File: src/sv/epbc_ram.sv
module epbc_ram #(
  parameter int WIDTH = 8,
  parameter int DEPTH = 32,
  localparam int AW = (DEPTH > 1) ? $clog2(DEPTH) : 1
) (
  input  logic             clk,
  input  logic             we,
  input  logic [AW-1:0]    waddr,
  input  logic [WIDTH-1:0] wdata,
  input  logic             re,
  input  logic [AW-1:0]    raddr,
  output logic [WIDTH-1:0] rdata
);

  logic [WIDTH-1:0] mem [DEPTH];

  always_ff @(posedge clk) begin
    if (we) begin
      mem[waddr] <= wdata;
    end
    if (re) begin
      rdata <= mem[raddr];
    end
  end

endmodule

File: config.mk
export PLATFORM = sky130hd
export DESIGN_NAME = epbc_ram
export DESIGN_NICKNAME = d
export VERILOG_FILES = /design/src/sv/epbc_ram.sv
export SDC_FILE = /design/constraint.sdc
export NUM_CORES = 1
export LEC_CHECK = 0
export BUFFER_PORTS_ARGS = -buffer_cell sky130_fd_sc_hd__buf_4
export CORE_MARGIN = 1
export CORE_UTILIZATION = 45
export DETAILED_ROUTE_END_ITERATION = 8
export PLACE_DENSITY = 0.66
export SETUP_SLACK_MARGIN = 0.3
export SLEW_MARGIN = 0
export SYNTH_ARGS = -nofsm -noshare
export SYNTH_HDL_FRONTEND = slang
export SYNTH_SLANG_ARGS = --single-unit
export TNS_END_PERCENT = 30
File: constraint.sdc
create_clock -name clk -period 4.1 [get_ports clk]
set_clock_uncertainty 0.05 [all_clocks]
set_input_delay 0.205 -clock clk [delete_from_list [all_inputs] [get_ports clk]]
set_output_delay 0.205 -clock clk [all_outputs]
set_load 0.01 [all_outputs]
== After elaboration in Yosys (flattened, before gate mapping) ==
Memory sizes are Yosys's and may differ from the RTL's. A register that Yosys moved wholly into a read port is not among the register bits.
Cells that the tools add are included.
Storage, ports and cells
  register bits after elaboration: 0
  RAM bits: 256
  input bits: 21
  memories: 1
Operators by class
  mux-type cells: 2
Memories
  mem: words 32, width 8, read ports 1, clocked after Yosys merged registers in 1, wr ports 1, line 15  | logic [WIDTH-1:0] mem [DEPTH];
Operators with widths (count)
  $mux W1: 2

== Longest topological paths before layout ==
  depth after elaboration: 2
  mapped depth: 5
  depth with buffers taken out: 3

== Worst setup path after synthesis ==
OpenSTA, ideal clock, no wires.
  path kind: input to register
  from: input raddr[2]
  to: register rdata[0] (read register of mem) (data pin)
  library setup time: 0.260 ns
  data arrival time: 1.887 ns
  required time: 3.790 ns
  setup slack: 1.903 ns
  stages on the path: 5
  path buffers: 2
  cells stage by stage: clkbuf_1 > clkbuf_1 > mux4_2 > mux4_2 > mux2_2
RTL lines
  from (decl): line 11  | input logic [AW-1:0] raddr,
  to (decl): line 12  | output logic [WIDTH-1:0] rdata

==> out/summary.txt <==
Outcome - finished, violations left
Failing checks - DRC
H-tree Lvls - 1
Top cell type's share of synthesized area - 78.2%
Maxcap violations - 0
Crit share post-route - 51.9%
Yosys cell types - 14
WS Path Type - input pin to flip-flop
Pleak - 3.55 nW
Met2 GRT Util - 27.8%
PortBufs - 28
Area contributors post-synth - edfxtp_1 (78%), mux4_2 (18%), nor2_1 (1.2%)
Crit path max fanout - 19
Sink Count - 264
RSZ-0062 raised after global routing - false
Setup violators final - 0
Post-Syn Nets - 438
Area grow syn2layout - 13.4%
Relative slew margins - 24.5%
Final total power - 0.00571 W
Initial antenna violation count - 0
PD cells - 497 nW/µm²
Largest net degree at the start of global routing - 65
I/O Pins - 29
Die area - 23100 µm²
Die Y - 152 µm
Die Wd - 152 µm
Cell taking the most area after synthesis - edfxtp_1
Antenna viol nets, final - 0
Mapped cell area - 10100 µm²
Vias per inst - 5.88
Total Routed Length - 20000 µm
Worst setup EP type - flip-flop
Sequential area share after synthesis - 78.2%
TritonCTS clock tree - built
Clk slew on worst S/H paths - 0.06 ns
Setup repair bufs after CTS - 0
Total global routing track utilization - 18.0%
Final Max Slew Viols - 0
FP Rows - 54
DP Wirelength - 12400 µm
Met3 global-route usage - 3.76%
CP delay by family, top - multiplexers
First-pass GRT wire length - 30300 µm
Non-filler instance count after layout - 754
Fmax - 0.470 GHz
First-pass iteration count of the detailed router - 7
Post-Route Setup TNS - 0 ns
Internal reg-to-reg setup slack - 2.12 ns
Critical Path RT - 4.33 ns
Gpl congestion - 0.747
CORE AREA - 22000 µm²
Layout Utilization - 52.3%
Slowest stage delay, CP - 0.60 ns
Root Buffer - clkbuf_16
Crit start category - input pin
Cells after synthesis - 417
Layer with the highest usage - met2
Avg Cell Area, Syn - 24.3 µm²
Total global routing overflow - 0
Nets - 476
Maximum clock insertion buffer count - 3
Crit path buffers/inverters - 2
#FFs+latches synth - 264
Via count - 4433
Crit-path cells - buf_4 -> buf_4 -> mux4_2 -> mux4_2 -> mux2_2
Fillers - 1620
Hold_ws - 0.0609 ns
Fin crit period - 2.13 ns
Dpl cells - 707
Layout cells sized above 1 - 34.2%
Initial Util - 46.1%
Later-pin clock latency in the skew report - 0.52 ns
# DRC - 6
Vias in the first global route - 4612
Num CTS Buffers - 25
Crit-path slowest cell - mux4_2
Routed len/inst - 26.5 µm
Initial drt markers - 547
Antenna cells - 0
WP data arrival - 2.35 ns
M1 GR Usage - 26.7%
Worst slew pin tran - 1.13 ns
Final Hold Fails - 0
Hold Path Class - input pin to flip-flop
Synthesis warning total - 0
Peak supply drop - 0.258 mV
[where the power goes]
group          total (W)  switching (W)  leakage [nW]  internal [W]
Sequential       0.00303      0.0000134          2.38       0.00301
Clock            0.00240       0.000968         0.414       0.00144
Combinational   0.000282       0.000155         0.746      0.000127
Total            0.00571        0.00114          3.55       0.00458
[cell usage in the layout (no fill, tap or decap)]
cell / instances
clkinv_2: 6
edfxtp_1: 264
buf_12: 1
nand3_1: 2
dlygate4sd3_1: 1
nand2_1: 1
mux4_2: 80
clkinv_1: 3
clkbuf_16: 25
nor2_1: 33
or3_1: 1
nand3b_1: 5
bufinv_16: 5
clkinvlp_4: 4
clkbuf_1: 2
mux2_2: 8
inv_6: 1
or3b_2: 3
buf_4: 29
[cells by family after synthesis]
logic type / count (synthesis) / synth area share [%]
buf+inv: 20 / 1.05
flops: 264 / 78.2
mux: 88 / 18.7
simple gates: 45 / 2.05
[stage by stage]
step | worst slack, ns | instance area (µm²)
final | 1.97 | 11500
after global routing | 1.85 | 11500
after CTS | 1.93 | 11500
after detailed placement | 1.38 | 10600
after global placement | 1.39 | 10600
after floorplan | 1.90 | 10100
[state kept, by name, indices dropped and copies added, names as in the netlist]
register and count:
mem 256, rdata 8
[final timing paths]
check,startpoint,endpoint,depth (start not counted)
worst max register to register,mem[29][3],rdata[3],3
worst min-delay path,wdata[4],mem[4][4],1
worst max-delay path,raddr[0],rdata[2],5
worst min register to register,mem[24][5],rdata[5],3
[final cells by class]
type,count,area (µm²),area share [%]
flip-flops and latches,264,7930,69.0
multi-input cells,133,2100,18.3
clock buffers,27,633,5.51
clock inverters,19,230,2.00
well taps,280,350,3.05
repair buffers,31,248,2.16
[per-layer routing]
| metal | up-vias | routed length, µm |
|---|---|---|
| met4 | 0 | 293 |
| met1 | 2360 | 8480 |
| met2 | 187 | 9500 |
| li1 | 1863 | - |
| met3 | 23 | 1720 |
| met5 | - | 0 |
[cell usage after synthesis]
cell      count
nor2_1       33
edfxtp_1    264
buf_2         1
buf_4         6
or3b_2        3
buf_6         1
nand3_1       2
nand2_1       1
mux4_2       80
buf_1         6
nand3b_1      5
mux2_2        8
clkbuf_1      6
or3_1         1
[what timing repair did]
action / 4_1_cts / 5_1_grt
hold buffers: 1 / 0
setup endpoints to repair: 0 / 0
gates resized for setup: 0 / 0
endpoints found under the hold margin: 8 / 0
Power figures use the tool's default switching activity.
